## src/spli_pkg.sv

```systemverilog
package spli_pkg;

    // List geometry.
    localparam int CAPACITY  = 64;
    localparam int PRIO_BITS = 6;
    localparam int ADDR_BITS = $clog2(CAPACITY);
    localparam int CNT_BITS  = $clog2(CAPACITY + 1);

    // Field widths of the stream payloads.
    localparam int INDEX_BITS  = 6;
    localparam int STATUS_BITS = 2;
    localparam int COUNT_BITS  = 7;
    localparam int IN_DATA_W   = 16;
    localparam int OUT_DATA_W  = 16;

    typedef enum logic {
        OP_INSERT = 1'b0,
        OP_READ   = 1'b1
    } opcode_t;

    typedef enum logic [STATUS_BITS-1:0] {
        STATUS_OK    = 2'd0,
        STATUS_FULL  = 2'd1,
        STATUS_RANGE = 2'd2
    } status_t;

    typedef enum logic [2:0] {
        S_IDLE,
        S_HEAD,
        S_TAIL,
        S_WALK,
        S_PLACE,
        S_READ,
        S_DONE
    } state_t;

endpackage

```

## src/sorted_priority_list_insert_top.sv

```systemverilog
// Sorted priority list held in a 64-entry synchronous RAM in descending order.
// Each input transfer is an insert (tuser 0) or a read of the entry at an index
// (tuser 1), and each gives exactly one output transfer with a status, the read
// priority and the entry count after the item. One item is processed at a time.
// A read of an index past the end skips the RAM read and its read state.
// An insert into a non-empty list reads the head and then the tail, and every
// entry that moves one place toward the tail adds a walk step; the walk starts
// at the tail and goes through the single RAM read port one entry per cycle, so
// a value that lands at the head of the list passes every entry and then a place
// step. An insert into an empty or a full list goes straight to its result.
// A new item is taken while the previous result still waits on the output.
module sorted_priority_list_insert_top
(
    input  logic                                clk,
    input  logic                                rst_n,
    input  logic                                s_tvalid,
    output logic                                s_tready,
    // Fields from bit 0: priority_req[5:0], read_index[11:6], zero fill.
    input  logic [spli_pkg::IN_DATA_W-1:0]      s_tdata,
    // Fields from bit 0: opcode[0].
    input  logic                                s_tuser,
    output logic                                m_tvalid,
    input  logic                                m_tready,
    // Fields from bit 0: read_priority[5:0], entry_count[12:6], zero fill.
    output logic [spli_pkg::OUT_DATA_W-1:0]     m_tdata,
    // Fields from bit 0: status[1:0].
    output logic [spli_pkg::STATUS_BITS-1:0]    m_tuser
);

    localparam int PB = spli_pkg::PRIO_BITS;
    localparam int AB = spli_pkg::ADDR_BITS;
    localparam int CB = spli_pkg::CNT_BITS;

    spli_pkg::state_t  state_reg, state_next;
    logic [CB-1:0]     count_reg, count_next;
    logic [CB-1:0]     k_reg, k_next;
    logic              mode_reg, mode_next;
    logic [PB-1:0]     prio_reg, prio_next;
    logic [PB-1:0]     head_reg, head_next;
    spli_pkg::status_t res_status_reg, res_status_next;
    logic [PB-1:0]     res_prio_reg, res_prio_next;

    logic                      out_valid_reg, out_valid_next;
    spli_pkg::status_t         out_status_reg, out_status_next;
    logic [PB-1:0]             out_prio_reg, out_prio_next;
    logic [CB-1:0]             out_count_reg, out_count_next;

    // Entry RAM with one write port and one registered read port.
    logic [PB-1:0] mem [spli_pkg::CAPACITY];
    logic [PB-1:0] rdata_reg;
    logic [AB-1:0] rd_addr;
    logic [AB-1:0] wr_addr;
    logic [PB-1:0] wr_data;
    logic          wr_en;

    // Walk helpers.
    logic [PB:0]   prio_sum;
    logic [PB-1:0] prio_mid;
    logic          head_mode;
    logic          shift_entry;
    logic          accept;
    logic          in_range;

    assign accept = s_tvalid && s_tready;
    assign s_tready = (state_reg == spli_pkg::S_IDLE);
    assign in_range = ({1'b0, s_tdata[2*spli_pkg::INDEX_BITS-1:spli_pkg::INDEX_BITS]}
                       < count_reg);

    assign prio_sum  = {1'b0, head_reg} + {1'b0, rdata_reg};
    assign prio_mid  = prio_sum[PB:1];
    assign head_mode = (state_reg == spli_pkg::S_TAIL) ? (prio_reg >= prio_mid) : mode_reg;
    // A head search lets equal entries stay behind the new value.
    assign shift_entry = head_mode ? (rdata_reg <= prio_reg) : (rdata_reg < prio_reg);

    always_ff @(posedge clk)
    begin
        if (wr_en)
        begin
            mem[wr_addr] <= wr_data;
        end
        rdata_reg <= mem[rd_addr];
    end

    // Control and result registers.
    always_ff @(posedge clk or negedge rst_n)
    begin
        if (!rst_n)
        begin
            state_reg     <= spli_pkg::S_IDLE;
            count_reg     <= '0;
            out_valid_reg <= 1'b0;
        end
        else
        begin
            state_reg     <= state_next;
            count_reg     <= count_next;
            out_valid_reg <= out_valid_next;
        end
    end

    always_ff @(posedge clk)
    begin
        k_reg          <= k_next;
        mode_reg       <= mode_next;
        prio_reg       <= prio_next;
        head_reg       <= head_next;
        res_status_reg <= res_status_next;
        res_prio_reg   <= res_prio_next;
        out_status_reg <= out_status_next;
        out_prio_reg   <= out_prio_next;
        out_count_reg  <= out_count_next;
    end

    // Sequencer: index reads, and for inserts head and tail reads, then a tail-first shifting walk.
    always_comb
    begin
        state_next      = state_reg;
        count_next      = count_reg;
        k_next          = k_reg;
        mode_next       = mode_reg;
        prio_next       = prio_reg;
        head_next       = head_reg;
        res_status_next = res_status_reg;
        res_prio_next   = res_prio_reg;
        out_valid_next  = out_valid_reg && !m_tready;
        out_status_next = out_status_reg;
        out_prio_next   = out_prio_reg;
        out_count_next  = out_count_reg;
        rd_addr         = '0;
        wr_addr         = '0;
        wr_data         = prio_reg;
        wr_en           = 1'b0;

        case (state_reg)
            spli_pkg::S_IDLE:
            begin
                if (accept)
                begin
                    prio_next       = s_tdata[PB-1:0];
                    res_prio_next   = '0;
                    res_status_next = spli_pkg::STATUS_OK;
                    if (s_tuser == spli_pkg::OP_READ)
                    begin
                        rd_addr = s_tdata[spli_pkg::INDEX_BITS +: AB];
                        if (in_range)
                        begin
                            state_next = spli_pkg::S_READ;
                        end
                        else
                        begin
                            res_status_next = spli_pkg::STATUS_RANGE;
                            state_next      = spli_pkg::S_DONE;
                        end
                    end
                    else if (count_reg == CB'(spli_pkg::CAPACITY))
                    begin
                        res_status_next = spli_pkg::STATUS_FULL;
                        state_next      = spli_pkg::S_DONE;
                    end
                    else if (count_reg == '0)
                    begin
                        wr_en      = 1'b1;
                        wr_addr    = '0;
                        wr_data    = s_tdata[PB-1:0];
                        count_next = CB'(1);
                        state_next = spli_pkg::S_DONE;
                    end
                    else
                    begin
                        rd_addr    = '0;
                        state_next = spli_pkg::S_HEAD;
                    end
                end
            end

            spli_pkg::S_HEAD:
            begin
                head_next  = rdata_reg;
                rd_addr    = AB'(count_reg - CB'(1));
                k_next     = count_reg;
                state_next = spli_pkg::S_TAIL;
            end

            spli_pkg::S_TAIL, spli_pkg::S_WALK:
            begin
                mode_next = head_mode;
                wr_en     = 1'b1;
                wr_addr   = k_reg[AB-1:0];
                if (shift_entry)
                begin
                    wr_data = rdata_reg;
                    k_next  = k_reg - CB'(1);
                    if (k_reg == CB'(1))
                    begin
                        state_next = spli_pkg::S_PLACE;
                    end
                    else
                    begin
                        rd_addr    = AB'(k_reg - CB'(2));
                        state_next = spli_pkg::S_WALK;
                    end
                end
                else
                begin
                    wr_data    = prio_reg;
                    count_next = count_reg + CB'(1);
                    state_next = spli_pkg::S_DONE;
                end
            end

            spli_pkg::S_PLACE:
            begin
                wr_en      = 1'b1;
                wr_addr    = '0;
                wr_data    = prio_reg;
                count_next = count_reg + CB'(1);
                state_next = spli_pkg::S_DONE;
            end

            spli_pkg::S_READ:
            begin
                res_prio_next = rdata_reg;
                state_next    = spli_pkg::S_DONE;
            end

            spli_pkg::S_DONE:
            begin
                if (!out_valid_reg || m_tready)
                begin
                    out_valid_next  = 1'b1;
                    out_status_next = res_status_reg;
                    out_prio_next   = res_prio_reg;
                    out_count_next  = count_reg;
                    state_next      = spli_pkg::S_IDLE;
                end
            end

            default:
            begin
                state_next = spli_pkg::S_IDLE;
            end
        endcase
    end

    // Output stream.
    assign m_tvalid = out_valid_reg;
    assign m_tuser  = out_status_reg;
    assign m_tdata  = {{(spli_pkg::OUT_DATA_W - PB - spli_pkg::COUNT_BITS){1'b0}},
                       spli_pkg::COUNT_BITS'(out_count_reg), out_prio_reg};

endmodule

```

## config.mk

```make
export PLATFORM = sky130hd
export DESIGN_NAME = sorted_priority_list_insert_top
export DESIGN_NICKNAME = d
export VERILOG_FILES = /design/src/spli_pkg.sv /design/src/sorted_priority_list_insert_top.sv
export SDC_FILE = /design/constraint.sdc
export NUM_CORES = 1
export LEC_CHECK = 0
export BUFFER_PORTS_ARGS = -buffer_cell sky130_fd_sc_hd__buf_2
export CAP_MARGIN = 25
export CORE_UTILIZATION = 42
export CTS_BUF_LIST = sky130_fd_sc_hd__clkbuf_8
export DETAILED_ROUTE_END_ITERATION = 7
export MAX_ROUTING_LAYER = met4
export PLACE_DENSITY = 0.56
export SETUP_SLACK_MARGIN = 0.02
export SLEW_MARGIN = 10
export SYNTH_ARGS = -nofsm -noshare
export SYNTH_HDL_FRONTEND = slang
export SYNTH_SLANG_ARGS = --single-unit
export TNS_END_PERCENT = 10
```

## constraint.sdc

```tcl
create_clock -name clk -period 5.85 [get_ports clk]
set_input_delay 0 -clock clk [delete_from_list [all_inputs] [get_ports clk]]
set_output_delay 0 -clock clk [all_outputs]
set_load 0.02 [all_outputs]
```

Word-level counts from Yosys, hierarchy flattened --
Memories as Yosys holds them, arrays and structs flattened. A register that Yosys moved wholly into a read port is not among the register bits. Cells that the tools add are included.
Operators by class: $add $sub $neg 5, order comparisons 4, eq/ne operators 15, multiplexer cells 45, reductions and logical operators 19
Operators with widths (number):
- 6-bit 2-to-1 mux | 11
- 7-bit 2-to-1 mux | 6
- 6-bit case mux with 2 select lines | 2
- 3-bit 2-to-1 mux | 7
- 7-bit case mux with 3 select lines | 1
- 6-bit case mux with 3 select lines | 1
- 3-bit case mux with 5 select lines | 1
- 7-bit case mux with 2 select lines | 1
- 1-bit 2-to-1 mux | 11
- 2-bit inequality test (second input constant) | 5
- 2-bit AND reduction | 5
- 3-bit == test (second input constant) | 3
- 6-bit by 6-bit adder with 7-bit output | 1
- 7-bit by 1-bit adder with 7-bit output (second input constant) | 1
- 7-bit by 1-bit == test with 1-bit output (second input constant) | 1
- 7-bit == test (second input constant) | 1
- 7-bit logical NOT | 1
- 6-bit by 7-bit less-than comparator with 1-bit output | 1
- 7-bit by 1-bit subtractor with 7-bit output (second input constant) | 1
- 3-bit by 2-bit == test with 1-bit output (second input constant) | 2
- 6-bit greater-or-equal comparator | 1
- 6-bit less-or-equal comparator | 1
- 6-bit less-than comparator | 1
- 2-bit 2-to-1 mux | 3
- other kinds (14) | 19
Word-level totals: register bits 54, RAM bits 384, input bits 21, output and inout port bits 20, memories 1
Memories:
- mem | words 64, bits a word 6, rd ports 1, clocked after memory_dff 1, write ports 1, RTL line sorted_priority_list_insert_top.sv:49 | logic [PB-1:0] mem [spli_pkg::CAPACITY];

Depth between registers and ports, before layout --
word-level depth 8, gate-level depth with buffers 20

Worst setup path before layout --
OpenSTA, ideal clock, no wires.
path type reg2reg, start register head_reg[0], end memory mem[0][0] in the netlist's numbering (data pin), library setup time 0.366 ns, arrival 3.774 ns, setup slack 1.710 ns, stages on the path, launching flop included 15, buffers on the path 0, clock period less this slack 4.140 ns, cells stage by stage edfxtp_1 and2_1 fa_1 a21o_1 a21oi_1 o21bai_1 a21oi_1 ha_1 a21oi_1 o211ai_1 o21ba_2 o21a_2 nor2_1 nor2_1 a221o_1
On the way: longest elaborated chain between the ends 6
RTL lines:
- start: declaration | RTL line sorted_priority_list_insert_top.sv:39 | logic [PB-1:0] head_reg, head_next;
- start signal: assignment | RTL line sorted_priority_list_insert_top.sv:106 | head_reg <= head_next;
- 6-bit by 6-bit adder with 7-bit output | RTL line sorted_priority_list_insert_top.sv:69 | assign prio_sum = {1'b0, head_reg} + {1'b0, rdata_reg};
- 6-bit greater-or-equal comparator | RTL line sorted_priority_list_insert_top.sv:71 | assign head_mode = (state_reg == spli_pkg::S_TAIL) ? (prio_reg >= prio_mid) : mode_reg;
- 1-bit 2-to-1 mux | RTL line sorted_priority_list_insert_top.sv:71
- 1-bit 2-to-1 mux | RTL line sorted_priority_list_insert_top.sv:73 | assign shift_entry = head_mode ? (rdata_reg <= prio_reg) : (rdata_reg < prio_reg);
- 6-bit 2-to-1 mux | RTL line sorted_priority_list_insert_top.sv:189 | if (shift_entry)
- 6-bit case mux with 2 select lines | RTL line sorted_priority_list_insert_top.sv:134 | case (state_reg)
- via wr_data[0] | RTL line sorted_priority_list_insert_top.sv:53 | logic [PB-1:0] wr_data;
- end: declaration | RTL line sorted_priority_list_insert_top.sv:49
The timed path passes the listed nets, and every way through them passes these cells.

Final worst setup path --
start register head_reg[0], end register rdata_reg[2], read port of mem
On the way: longest elaborated chain between the ends 6
RTL lines:
- 6-bit by 6-bit adder with 7-bit output | RTL line sorted_priority_list_insert_top.sv:69
- 6-bit greater-or-equal comparator | RTL line sorted_priority_list_insert_top.sv:71
- 1-bit 2-to-1 mux | RTL line sorted_priority_list_insert_top.sv:71
- 1-bit 2-to-1 mux | RTL line sorted_priority_list_insert_top.sv:73
- 6-bit 2-to-1 mux | RTL line sorted_priority_list_insert_top.sv:189
- 6-bit case mux with 3 select lines | RTL line sorted_priority_list_insert_top.sv:134
- end: declaration | RTL line sorted_priority_list_insert_top.sv:50 | logic [PB-1:0] rdata_reg;
No other way between the ends. A chain may end at the register's enable or synchronous reset.

==> results.cfg <==
[status]
status = completed

[place]
dp.final_hpwl_mm = 33.4
dp.cells = 2019
portBuffers = 33
gp_congestion = 0.860

[worst_setup_path]
required_ps = 6330
endpoint_kind = flip-flop
crit_path_start_kind = flip-flop
critPathKind = flip-flop to flip-flop
crit_fanout = 65
cp.arrival_ps = 5760

[logic_synthesis]
ys_ff_latch = 444
synth_seq_area_share_pct = 69.0
synth_top_area_share_pct = 66.9
synthDistinctLibCells = 93
yosysMostFrequentCell = edfxtp_1
synth_top_cells_by_area = edfxtp_1 (67%), nand2_1 (4.4%), mux2i_1 (3.5%), nor2_1 (2.0%), a21oi_1 (1.8%)
yosys_warnings = 0
syn_area_sq_um = 19200
synthArstFlopShare_pct = 2.48
synth_ff_type = edfxtp_1
synth_cells = 1417
synth_edf_count = 427
avgSynthCellArea_sq_um = 13.5
yosysTopAreaCell = edfxtp_1
synth_common_cells = edfxtp_1 (427), nand2_1 (224), nor2_1 (102), a21oi_1 (70), mux2i_1 (67)

[power_and_ir_drop]
powerDensity_nw_per_um2 = 603
max-vdd-ir-drop_mv = 0.418
totalPowerFinal_w = 0.0131
p_leak_nw = 7.55

[timing]
fmax_mhz = 189
rsz0062_at_grt = no
slew_headroom_pct = 32.4
period_needed_ps = 5280
finalMaxSlewViolations = 0
hold-worst-slack_ps = 93.3
fin_crit_sh_pct = 90.3
tns_ps = 0
setup_viol = 0
hold_violations = 0
skew_ps = 31.6
worst_pin_slew_ps = 1010

[grt]
grt_pass1_wl_mm = 78.8
use_met1_pct = 32.1
antenna_found_initial = 1
grt_max_degree = 66
grt_busiest_layer = met2
track_usage_pct = 23.4
gr-usage-met2_pct = 35.3
use_met3_pct = 3.74
grt_overflow_total = 0
grt_pass1_vias = 12382

[drt]
drc_errors = 0
ant_nets = 0
via_count = 12434
drt-total-wl_mm = 52.0
dr.first_iter.drc_count = 1239
vias_per_cell = 5.73
drt_pass1_iterations = 5
wire_per_inst_um = 24.0

[die]
placementRows = 77
die-area_sq_um = 46500
coreArea_sq_um = 44600
initial_core_util_pct = 43.0
die_x_um = 216
io_pins = 41
die_y_um = 216

[final_layout]
largest_register_ffs = 384
finish.net_count = 1569
largest_register = mem
multi_input_area_sq_um = 5460
seq_area_sq_um = 13200
fill_cells = 3900
drive_gt1_share_pct = 15.2
area_delta_synth_final_pct = 13.2
final_cells = 2169
diodes = 0

[clock_tree]
htreeDepth = 3
clockBufferDepth = 3
cts-buffers-inserted = 77
numClockSinks = 444
root_buffer = clkbuf_8
clk_pin_slew_ps = 60
post_cts_resize_count = 0
cts_tree = yes
clock_latency_ps = 650

[flow_run]
max_cap_violations = 0

[hold_path]
hold_path.class = input port to flip-flop
==> path summary, 6_finish.rpt <==
kind,startpoint,depth (start not counted),slack (ps),end
setup / recovery,head_reg[0],18,570,rdata_reg[2]
hold / removal,s_tdata[11],4,90,res_status_reg[1]
setup reg to reg,head_reg[0],18,570,rdata_reg[2]
hold reg to reg,res_prio_reg[4],0,420,out_prio_reg[4]
max in group asynchronous,rst_n,3,4970,count_reg[6]
min in group asynchronous,rst_n,3,480,count_reg[0]
==> critical path, stage by stage, from the launching register on <==
cell	delay (ps)
edfxtp_1	340
and2_1	170
fa_1	410
a21o_1	180
a21oi_1	230
o21bai_1	90
a21oi_1	160
ha_1	280
a21oi_1	150
o211ai_1	100
o21ba_2	340
o21a_2	230
o31a_4	780
buf_4	340
a211oi_1	70
a21oi_1	160
a221oi_1	130
a211o_1	350
a32oi_1	510
==> cell usage in the layout (no fill, tap or decap), drive strengths merged, types with 6 or more instances in the layout <==
cell type	count
o22ai	9
nand3	56
nor2	106
nand4	9
xnor2	12
clkbuf	81
nand2	225
a211oi	16
nor3	21
mux2i	67
a31oi	16
dlygate4sd3	12
inv	50
o21ai	36
edfxtp	427
a21oi	71
mux2	12
a22oi	19
o2111ai	7
a221oi	18
xor2	6
and3	14
a21o	12
buf	86
ha	28
clkinv	28
nor2b	8
dfxtp	6
a311oi	8
dfrtp	11
o221ai	6
==> what timing repair did <==
action / 4_1_cts / 5_1_grt
hold endpoints to repair: 36 / 0
endpoints found under the setup margin: 0 / 0
setup buffers: 0 / 0
hold buffers: 12 / 0
==> where the power goes <==
group / total (W) / internal [W] / switching (W)
clock: 0.00268 / 0.00142 / 0.00126
sequential: 0.00463 / 0.00439 / 0.000244
combinational: 0.00578 / 0.00177 / 0.00401
total: 0.0131 / 0.00757 / 0.00552
==> stage by stage <==
stage,utilization [%],setup WS [ps],instance area [sq um]
2_1_floorplan,-,1710,19200
3_3_place_gp,45.1,727,20100
3_5_place_dp,45.1,659,20100
4_1_cts,48.6,629,21700
5_1_grt,48.6,289,21700
6_report,48.6,567,21700
==> kinds of logic (layout without fill, tap and decap cells) <==
group	count (synthesis)	count (layout)	synth area share, %
other cells	1	3	0.0196
flops	444	444	69.0
simple gates	463	463	10.7
fa+ha+maj	29	29	1.93
compound gates	277	277	10.5
buf+inv	105	263	2.80
mux	80	80	4.32
xor+xnor	18	18	0.823
==> final cells by class <==
class	count	share of cell area, %
repair buffers	98	3.34
multi-input cells	870	25.2
clock inverters	56	1.50
flip-flops and latches	444	60.9
clock buffers	81	5.14
inverters	28	0.485
well taps	592	3.42
==> per-layer routing <==
metal	routed length, um	share of wire [%]
met2	24300	47
met1	23400	45
met4	1260	2.4
met5	0	0
met3	3060	5.9
Power figures use the tool's default switching activity.
